<file path="src/rtl/heap_sort_engine_macros.svh">
// ----------------------------------------------------------------------------
// heap sort engine assertion macros
// shared concurrent check forms, sampled on clk and muted during reset
// ----------------------------------------------------------------------------
`ifndef HEAP_SORT_ENGINE_MACROS_SVH
`define HEAP_SORT_ENGINE_MACROS_SVH

// same-cycle implication
`define HSE_ASSERT_IMP(lbl, ante, cons, msg) \
  lbl: assert property (@(posedge clk) disable iff (!rst_n) (ante) |-> (cons)) \
    else $error(msg);

// next-cycle implication
`define HSE_ASSERT_NXT(lbl, ante, cons, msg) \
  lbl: assert property (@(posedge clk) disable iff (!rst_n) (ante) |=> (cons)) \
    else $error(msg);

`endif

</file>
<file path="src/rtl/hse_pkg.sv">
// ----------------------------------------------------------------------------
// heap sort engine package
// sizes, request and result types, and the compare unit result
// ----------------------------------------------------------------------------
package hse_pkg;

  localparam int CAPACITY = 32;
  localparam int VAL_W    = 16;
  localparam int IDX_W    = $clog2(CAPACITY);
  localparam int CNT_W    = $clog2(CAPACITY + 1);
  localparam int CH_W     = IDX_W + 2;

  typedef struct packed {
    logic signed [VAL_W-1:0] value;
    logic                    last_in;
  } in_item_t;

  typedef struct packed {
    logic signed [VAL_W-1:0] sorted_value;
    logic                    last_out;
  } out_item_t;

  typedef struct packed {
    logic                    gt;
    logic signed [VAL_W-1:0] larger;
  } cmp_res_t;

endpackage

</file>
<file path="src/rtl/hse_cmp.sv">
// ----------------------------------------------------------------------------
// heap sort engine compare unit
// signed compare shared by child selection and the sift decision
// ----------------------------------------------------------------------------
module hse_cmp
  import hse_pkg::*;
(
  input  logic signed [VAL_W-1:0] a,
  input  logic signed [VAL_W-1:0] b,
  output cmp_res_t                res
);

  always_comb begin
    res.gt     = (a > b);
    res.larger = (a > b) ? a : b;
  end

endmodule

</file>
<file path="src/rtl/heap_sort_engine.sv">
// ----------------------------------------------------------------------------
// heap sort engine
// collects a set of signed values and returns them in ascending order
// ----------------------------------------------------------------------------
// Each request is one value; a request flagged last_in closes the set and the
// block stops taking requests until every sorted value has been delivered.
// Values load at one per cycle, and values beyond CAPACITY are dropped.
// The sort runs on a store with one write port and a registered read port, and
// one shared comparator: every level of a sift-down steps through child check,
// left read, right read with child compare (when a right child exists) and
// compare against the sifted value; each root extraction adds fetching the last
// value and moving the root, and each build step adds fetching the value. Each
// result is held until out_stall is low before the next value is read.
module heap_sort_engine
  import hse_pkg::*;
(
  input  logic      clk,
  input  logic      rst_n,
  input  logic      in_valid,
  output logic      in_stall,
  input  in_item_t  in_data,
  output logic      out_valid,
  input  logic      out_stall,
  output out_item_t out_data
);

  `include "heap_sort_engine_macros.svh"

  typedef enum logic [3:0] {
    S_LOAD, S_BUILD, S_TGET, S_SIFT, S_RL, S_RR, S_DEC,
    S_EXTR, S_EX_T, S_EX_R, S_OREAD, S_OWAIT, S_OHOLD
  } state_t;

  state_t state_r, state_nxt;
  logic [CNT_W-1:0] count_r, count_nxt;
  logic [CNT_W-1:0] heap_n_r, heap_n_nxt;
  logic [CNT_W-1:0] i_r, i_nxt;
  logic [IDX_W-1:0] hole_r, hole_nxt;
  logic [IDX_W-1:0] bigidx_r, bigidx_nxt;
  logic [IDX_W-1:0] k_r, k_nxt;
  logic signed [VAL_W-1:0] t_r, t_nxt;
  logic signed [VAL_W-1:0] lval_r, lval_nxt;
  logic signed [VAL_W-1:0] big_r, big_nxt;
  logic build_r, build_nxt;
  logic out_valid_r, out_valid_nxt;
  out_item_t out_data_r, out_data_nxt;

  // sort store
  logic signed [VAL_W-1:0] mem [CAPACITY];
  logic signed [VAL_W-1:0] rd_data_r;
  logic                    mem_we;
  logic [IDX_W-1:0]        mem_wa;
  logic [IDX_W-1:0]        mem_ra;
  logic signed [VAL_W-1:0] mem_wd;

  logic signed [VAL_W-1:0] cmp_a;
  logic signed [VAL_W-1:0] cmp_b;
  cmp_res_t                cmp_res;

  logic             store_full;
  logic [CNT_W-1:0] load_cnt;
  logic [CNT_W-1:0] i_m1;
  logic [CNT_W-1:0] hn_m1;
  logic [CH_W-1:0]  child_w;
  logic [CH_W-1:0]  right_w;
  logic             k_last;

  hse_cmp u_cmp (
    .a   (cmp_a),
    .b   (cmp_b),
    .res (cmp_res)
  );

  assign store_full = (count_r == CNT_W'(CAPACITY));
  assign load_cnt   = store_full ? count_r : count_r + 1'b1;
  assign i_m1       = i_r - 1'b1;
  assign hn_m1      = heap_n_r - 1'b1;
  assign child_w    = {1'b0, hole_r, 1'b1};
  assign right_w    = child_w + 1'b1;
  assign k_last     = ((CNT_W'(k_r) + 1'b1) == count_r);

  assign in_stall  = (state_r != S_LOAD);
  assign out_valid = out_valid_r;
  assign out_data  = out_data_r;

  always_ff @(posedge clk) begin
    if (mem_we) begin
      mem[mem_wa] <= mem_wd;
    end
    rd_data_r <= mem[mem_ra];
  end

  always_comb begin
    state_nxt     = state_r;
    count_nxt     = count_r;
    heap_n_nxt    = heap_n_r;
    i_nxt         = i_r;
    hole_nxt      = hole_r;
    bigidx_nxt    = bigidx_r;
    k_nxt         = k_r;
    t_nxt         = t_r;
    lval_nxt      = lval_r;
    big_nxt       = big_r;
    build_nxt     = build_r;
    out_valid_nxt = out_valid_r;
    out_data_nxt  = out_data_r;
    mem_we        = 1'b0;
    mem_wa        = hole_r;
    mem_wd        = t_r;
    mem_ra        = hole_r;
    cmp_a         = rd_data_r;
    cmp_b         = lval_r;
    unique case (state_r)
      S_LOAD: begin
        if (in_valid) begin
          if (!store_full) begin
            mem_we = 1'b1;
            mem_wa = count_r[IDX_W-1:0];
            mem_wd = in_data.value;
          end
          count_nxt = load_cnt;
          if (in_data.last_in) begin
            heap_n_nxt = load_cnt;
            i_nxt      = load_cnt >> 1;
            build_nxt  = 1'b1;
            state_nxt  = S_BUILD;
          end
        end
      end
      S_BUILD: begin
        if (i_r == '0) begin
          build_nxt = 1'b0;
          state_nxt = S_EXTR;
        end else begin
          mem_ra    = i_m1[IDX_W-1:0];
          hole_nxt  = i_m1[IDX_W-1:0];
          i_nxt     = i_m1;
          state_nxt = S_TGET;
        end
      end
      S_TGET: begin
        t_nxt     = rd_data_r;
        state_nxt = S_SIFT;
      end
      S_SIFT: begin
        if (child_w >= CH_W'(heap_n_r)) begin
          // no child left: the hole takes the sifted value
          mem_we    = 1'b1;
          state_nxt = build_r ? S_BUILD : S_EXTR;
        end else begin
          mem_ra    = child_w[IDX_W-1:0];
          state_nxt = S_RL;
        end
      end
      S_RL: begin
        lval_nxt = rd_data_r;
        if (right_w < CH_W'(heap_n_r)) begin
          mem_ra    = right_w[IDX_W-1:0];
          state_nxt = S_RR;
        end else begin
          big_nxt    = rd_data_r;
          bigidx_nxt = child_w[IDX_W-1:0];
          state_nxt  = S_DEC;
        end
      end
      S_RR: begin
        big_nxt    = cmp_res.larger;
        bigidx_nxt = cmp_res.gt ? right_w[IDX_W-1:0] : child_w[IDX_W-1:0];
        state_nxt  = S_DEC;
      end
      S_DEC: begin
        cmp_a  = big_r;
        cmp_b  = t_r;
        mem_we = 1'b1;
        if (cmp_res.gt) begin
          mem_wd    = big_r;
          hole_nxt  = bigidx_r;
          state_nxt = S_SIFT;
        end else begin
          state_nxt = build_r ? S_BUILD : S_EXTR;
        end
      end
      S_EXTR: begin
        if (heap_n_r <= CNT_W'(1)) begin
          k_nxt     = '0;
          state_nxt = S_OREAD;
        end else begin
          heap_n_nxt = hn_m1;
          mem_ra     = hn_m1[IDX_W-1:0];
          state_nxt  = S_EX_T;
        end
      end
      S_EX_T: begin
        t_nxt     = rd_data_r;
        mem_ra    = '0;
        state_nxt = S_EX_R;
      end
      S_EX_R: begin
        // root moves to the end of the shrunken heap
        mem_we    = 1'b1;
        mem_wa    = heap_n_r[IDX_W-1:0];
        mem_wd    = rd_data_r;
        hole_nxt  = '0;
        state_nxt = S_SIFT;
      end
      S_OREAD: begin
        mem_ra    = k_r;
        state_nxt = S_OWAIT;
      end
      S_OWAIT: begin
        out_valid_nxt             = 1'b1;
        out_data_nxt.sorted_value = rd_data_r;
        out_data_nxt.last_out     = k_last;
        state_nxt                 = S_OHOLD;
      end
      S_OHOLD: begin
        if (!out_stall) begin
          out_valid_nxt = 1'b0;
          if (k_last) begin
            count_nxt = '0;
            state_nxt = S_LOAD;
          end else begin
            k_nxt     = k_r + 1'b1;
            state_nxt = S_OREAD;
          end
        end
      end
      default: begin
        state_nxt = S_LOAD;
      end
    endcase
  end

  always_ff @(posedge clk) begin
    if (!rst_n) begin
      state_r     <= S_LOAD;
      count_r     <= '0;
      build_r     <= 1'b0;
      out_valid_r <= 1'b0;
    end else begin
      state_r     <= state_nxt;
      count_r     <= count_nxt;
      build_r     <= build_nxt;
      out_valid_r <= out_valid_nxt;
    end
    heap_n_r   <= heap_n_nxt;
    i_r        <= i_nxt;
    hole_r     <= hole_nxt;
    bigidx_r   <= bigidx_nxt;
    k_r        <= k_nxt;
    t_r        <= t_nxt;
    lval_r     <= lval_nxt;
    big_r      <= big_nxt;
    out_data_r <= out_data_nxt;
  end

  `HSE_ASSERT_IMP(a_out_only_hold, out_valid_r, state_r == S_OHOLD, "result shown outside hold")
  `HSE_ASSERT_IMP(a_count_bound, 1'b1, count_r <= CNT_W'(CAPACITY), "count beyond capacity")
  `HSE_ASSERT_NXT(a_load_count, in_valid && !in_stall && !in_data.last_in && !store_full, count_r == $past(count_r) + 1'b1, "stored request not counted")
  `HSE_ASSERT_IMP(a_heap_bound, state_r != S_LOAD, heap_n_r <= count_r && heap_n_r != '0, "heap size out of range")

endmodule

</file>
<file path="config.mk">
export PLATFORM = sky130hd
export DESIGN_NAME = heap_sort_engine
export DESIGN_NICKNAME = d
export VERILOG_FILES = /design/src/rtl/hse_pkg.sv /design/src/rtl/hse_cmp.sv /design/src/rtl/heap_sort_engine.sv
export VERILOG_INCLUDE_DIRS = /design/src /design/src/rtl
export SDC_FILE = /design/constraint.sdc
export NUM_CORES = 1
export LEC_CHECK = 0
export BUFFER_PORTS_ARGS = -buffer_cell sky130_fd_sc_hd__buf_2
export CORE_MARGIN = 4
export CORE_UTILIZATION = 50
export CTS_BUF_LIST = sky130_fd_sc_hd__clkbuf_8
export DETAILED_ROUTE_END_ITERATION = 6
export PLACE_DENSITY_LB_ADDON = 0.08
export SLEW_MARGIN = 20
export SYNTH_ARGS = -nofsm -noshare
export SYNTH_HDL_FRONTEND = slang
export SYNTH_SLANG_ARGS = --single-unit
</file>
<file path="constraint.sdc">
create_clock -name clk -period 7.1 [get_ports clk]
set_input_delay 0.71 -clock clk [delete_from_list [all_inputs] [get_ports clk]]
set_output_delay 0.71 -clock clk [all_outputs]
set_load 0.02 [all_outputs]
</file>
Yosys cells after proc, flatten, opt, wreduce, memory -nomap -nowiden
Memories as Yosys holds them, arrays and structs flattened. A register that Yosys moved wholly into a read port is not among the register bits. Index checks and enable logic that the tools add are counted.

Register bits: 104. Memory bits (writable): 512. Output and inout bits: 19. Word-level logic and storage cells: 134. Memories: 1.

Memory list: mem (words 32, width 16, rd ports 1, clocked after memory_dff 1, wr ports 1, RTL line heap_sort_engine.sv:49) `logic signed [VAL_W-1:0] mem [CAPACITY];`.

Add/subtract/negate cells: 6. Order comparisons: 4. Equality and inequality tests: 25. Mux-type cells: 62. Reductions and logical operators: 22.

Operators with widths (count): $mux W16 (7); $mux W5 (12); $mux W6 (10); $pmux W16 S3 (1); $pmux W4 S12 (1); $pmux W6 S2 (3); $pmux W16 S2 (1); $pmux W5 S2 (3); $pmux W5 S6 (1); $ne A2 B2 Y1 const B (11); $eq A4 B4 Y1 const B (5); $reduce_and A4 Y1 (5); $eq A4 B3 Y1 const B (4); $gt A16 B16 Y1 (1); $mux W4 (4); $pmux W5 S3 (1); $mux W3 (4); $reduce_bool A2 Y1 (6); $sub A6 B1 Y6 const B (2); $mux W1 (9); $eq A4 B2 Y1 const B (2); $add A6 B1 Y7 const B (1); $lt A7 B6 Y1 (1); $add A5 B1 Y6 const B (1); other kinds (17) (23).

Logic depth before layout (Yosys ltp)
Depth after elaboration: 6. Depth in mapped cells: 20. Mapped depth without buffers: 14.

By module
From an unflattened synthesis, not the netlist that was laid out.

Cell total of the unflattened synthesis: 2206. Area total of the unflattened synthesis: 27417.5 µm².

Modules (own cells, without submodules): heap_sort_engine (instances 1, cells an instance 2130, area each 26741.9 µm²); hse_cmp (instances 1, cells an instance 76, area each 675.6 µm²).

Worst setup path after synthesis
OpenSTA, ideal clock, no wires.

Path type: reg-to-reg. From: register state_r[3]. To: memory mem[0][2], data pin. Setup time: 0.388 ns. Data arrival time: 4.612 ns. Setup slack: 2.100 ns. Cell stages (with the launch flop): 19. Path buffers: 5. Period minus slack after synthesis: 5.000 ns. Path through: dfxtp_1 buf_4 nor2_1 and3_1 clkbuf_1 buf_1 mux2i_1 ha_1 nor2b_1 o21a_1 o21ai_0 a21oi_1 o31ai_1 a21oi_1 or2_2 clkbuf_1 clkbuf_1 a21oi_1 a2bb2oi_1.

Longest elaborated chain between the ends: 5. Elaborated cells between the ends (all ways): 8.

RTL lines: start, declared (RTL line heap_sort_engine.sv:34) `state_t state_r, state_nxt;`; start signal, assigned (RTL line heap_sort_engine.sv:241) `state_r <= state_nxt;`; $eq A4 B3 Y1 (RTL line heap_sort_engine.sv:113) `unique case (state_r)`; $mux W16 (RTL line heap_sort_engine.sv:113); $gt A16 B16 Y1 (RTL line hse_cmp.sv:14) `res.gt = (a > b);`; $mux W16 (RTL line heap_sort_engine.sv:175) `if (cmp_res.gt) begin`; $pmux W16 S3 (*) (RTL line heap_sort_engine.sv:113); via mem_wd[2] (RTL line heap_sort_engine.sv:54) `logic signed [VAL_W-1:0] mem_wd;`; end, declared (RTL line heap_sort_engine.sv:49).

Mark *: on every way through the listed nets, which the timed path passes. The rest lies on a longest branch.

Worst setup path after layout
From: register state_r[2]. To: memory mem[5][2], data pin.

Same word-level chain as after synthesis.

==> impl_results.md <==
- Status: complete, no violations
- Detailed Place HPWL: between 40000 and 50000 um
- Pin count of the biggest net entering global routing: 65
- Layout fillers: 4430
- GRT overflow: 0
- Drt drc: 0
- Setup violations, final: 0
- TNS Setup: 0 ns
- Die width: 243 um
- Root Buffer: clkbuf_8
- Wirelength per Cell: 28.8 um
- Die ar.: 0.0592 mm^2
- Total number of yosys warnings: 0
- Drt via density: 6.29
- Hold Crit Class: input pin to register
- Worst Setup SP: state_r[2]
- Hold_buf cts: 0
- Row count: 86
- Lkg Pwr: 0.0106 uW
- Total core area: 0.0550 mm^2
- Port bufs: 39
- Tot Pwr: 16900 uW
- Slew Limit Fails: 0
- Max Freq: 181 MHz
- Critical Path RT: 7.49 ns
- Final ANT Viol Nets: 0
- Final period demand of the worst path: 5.52 ns
- Drt first pass iters: 6
- Post-CTS Setup Inserts: 0
- Max Used Layer: met4
- Met2 wire length: 38700 um
- Max clock buf depth: 3
- Power Internal: 9700 uW
- Drt total wl: 81800 um
- Final non-filler cell total: 2840
- Switching Share: 42.6%
- Reg2reg start: state_r[2]
- Comb pwr share: 46.9%
- Cell count after synthesis: 1923
- Setup WS post-layout: 1.58 ns
- Ratio of cells with drive above 1 in the final layout: about 17%
- Async S/R FF share, synth: 0%
- Post-Syn Area: approximately 0.028 mm^2
- Post-synthesis sequential area ratio: slightly below 70%
- Metal1 wirelength: 33100 um
- DRT iter0 DRCs: 2010
- Cell count after placement: about 2700
- Dpl ws: 1.58 ns
- Post-cts sizing count: 0
- Sinks on Clock Net: 632
- Main synth FF type: edfxtp_1
- Htree depth: 3
- Endpoints failing hold: 0
- Clock power frac: 17.2%
- Worst-margin pin slew: 1.12 ns
- RSZ-0062 raised after global routing: false
- Post-synth EDFFs: 604
- Placer Congestion: 0.892
- Crit Path Max Fanout: 35
- Slew HR: 25.2%
- Net count after synthesis: around 2000
- Chip Height: ~240 um
- Yosys reg bits: 632
- Worst setup path class: register to register
- Worst-skew pair later-pin latency: 0.71 ns
- Clock Skews: 0.0347 ns
- Sequential Power Share: approximately 36%
- Max Cap Viol: 0
- NumNets Final: 2059
- Synth cell types: 94
- Vias in the first global route: 17100
- Initial antenna violation count: 4
- Pwr/cell area: between 500 and 600 mW/mm^2
- I/O Pins: 40
- Num CTS Buffers: 101
- Sw Pwr: 7190 uW
- Maximum VDD drop: 0.338 mV
- Crit. End Element: register
- Critical Path Source Type: register
- First-pass GRT wire length: 118000 um
- Clk slew on worst S/H paths: around 0.060 ns
- Syn avg cell area: 14.4 um^2
- Total Routing Usage GR: 27.3%
- CTS tree: done
- Fin util: 56.2%
- Area Overhead vs Synth: 11.6%
- Final worst-path cycle share: 77.8%
- Met3 wire len: 7050 um
- Vias: 17900
- Hold Startpoint: rst_n
- Initial Utilization: 50.4%
- Crit path DAT: 5.91 ns
per-stage QoR:
stage / instance area [um^2] / hold slack (ns)
final: 30900 / 0.375
after global routing: 30900 / 0.347
after CTS: 30900 / 0.326
after detailed placement: 29000 / 0.511
after global placement: 29000 / 0.501
after floorplan: 27700 / 0.481
path summary, 6_finish.rpt:
check / slack (ns) / endpoint / cells past startpoint
max reg2reg: 1.58 / mem[5][2] / 13
min reg2reg: 0.52 / out_valid / 2
max: 1.58 / mem[5][2] / 13
min: 0.38 / state_r[2] / 2
cell usage after synthesis (28+ instances only):
master     count  area (um^2)
mux2i_1      129         1290
nand3_1       48          240
a311oi_1      33          289
and4_1        32          280
nor2_1       107          402
nand2_1      223          837
buf_2         31          155
dfxtp_1       28          561
edfxtp_1     604        18100
mux4_2        31          698
o2bb2ai_1     30          263
clkbuf_1      70          263
o21ai_0       75          375
a211oi_1      35          263
ha_1          33          413
a21oi_1       64          320
critical path: stages, from the launching register on:
cell,delay [ns]
dfxtp_1,0.79
and3_2,0.86
mux2i_1,0.33
ha_1,0.28
nor2b_1,0.13
o21a_1,0.16
o21ai_0,0.15
a21oi_1,0.09
o31ai_1,0.30
a31o_2,0.28
or2_2,0.60
buf_4,0.36
o21ai_0,0.20
a2bb2oi_4,0.66
placed cells by master (no fill, tap or decap), types with 31 or more instances in the layout:
cell type / n
edfxtp_1: 604
nand2_1: 222
mux2i_1: 129
clkbuf_8: 113
nor2_1: 103
o21ai_0: 75
buf_4: 67
a21oi_1: 64
inv_1: 63
nand3_1: 48
buf_2: 39
a211oi_1: 35
a311oi_1: 33
ha_1: 33
and4_1: 32
mux4_2: 31
sequential cells by signal (all words and copies together), names as in the netlist:
| name | flops |
|---|---|
| count_r | 6 |
| rd_data_r | 16 |
| heap_n_r | 6 |
| t_r | 16 |
| out_valid | 1 |
| hole_r | 5 |
| out_data | 17 |
| k_r | 5 |
| build_r | 1 |
| mem | 512 |
| lval_r | 16 |
| bigidx_r | 5 |
| state_r | 4 |
| big_r | 16 |
| i_r | 6 |
cells by family after synthesis:
group                      synth area share, %
AOI/OAI and AO/OA                         11.5
xor gates and xnor gates                 0.822
muxes                                     7.47
DFF                                       67.5
adders and majority gates                 1.49
and+or+nand+nor                           8.70
buffers and inverters                     2.56
final cells by class:
type,instances,area [um^2],share of cell area [%]
clock inverter,76,319,1.03
sequential,632,18700,60.5
antenna,1,2.50,0.00809
inverter,19,71.3,0.231
multi-input combinational,1143,8600,27.8
clock buffer,113,1560,5.03
timing repair buffer,108,738,2.39
tap,748,936,3.03
per-layer routing:
layer / vias up / track usage, %
met5: - / 0
met4: 0 / 9.79
met3: 182 / 5.58
met2: 856 / 43.8
met1: 9065 / 37.4
li1: 7772 / -
power by group through the flow:
stage          Sequential [uW]  Combinational (uW)  Clock [uW]
2_1_floorplan             5910                5270           0
3_3_place_gp              6120                7690           0
5_1_grt                   6100                8480        3140
6_report                  6070                7910        2910
4_1_cts                   6060                7830        2950
3_5_place_dp              6130                7800           0
(Power assumes the default switching activity.)
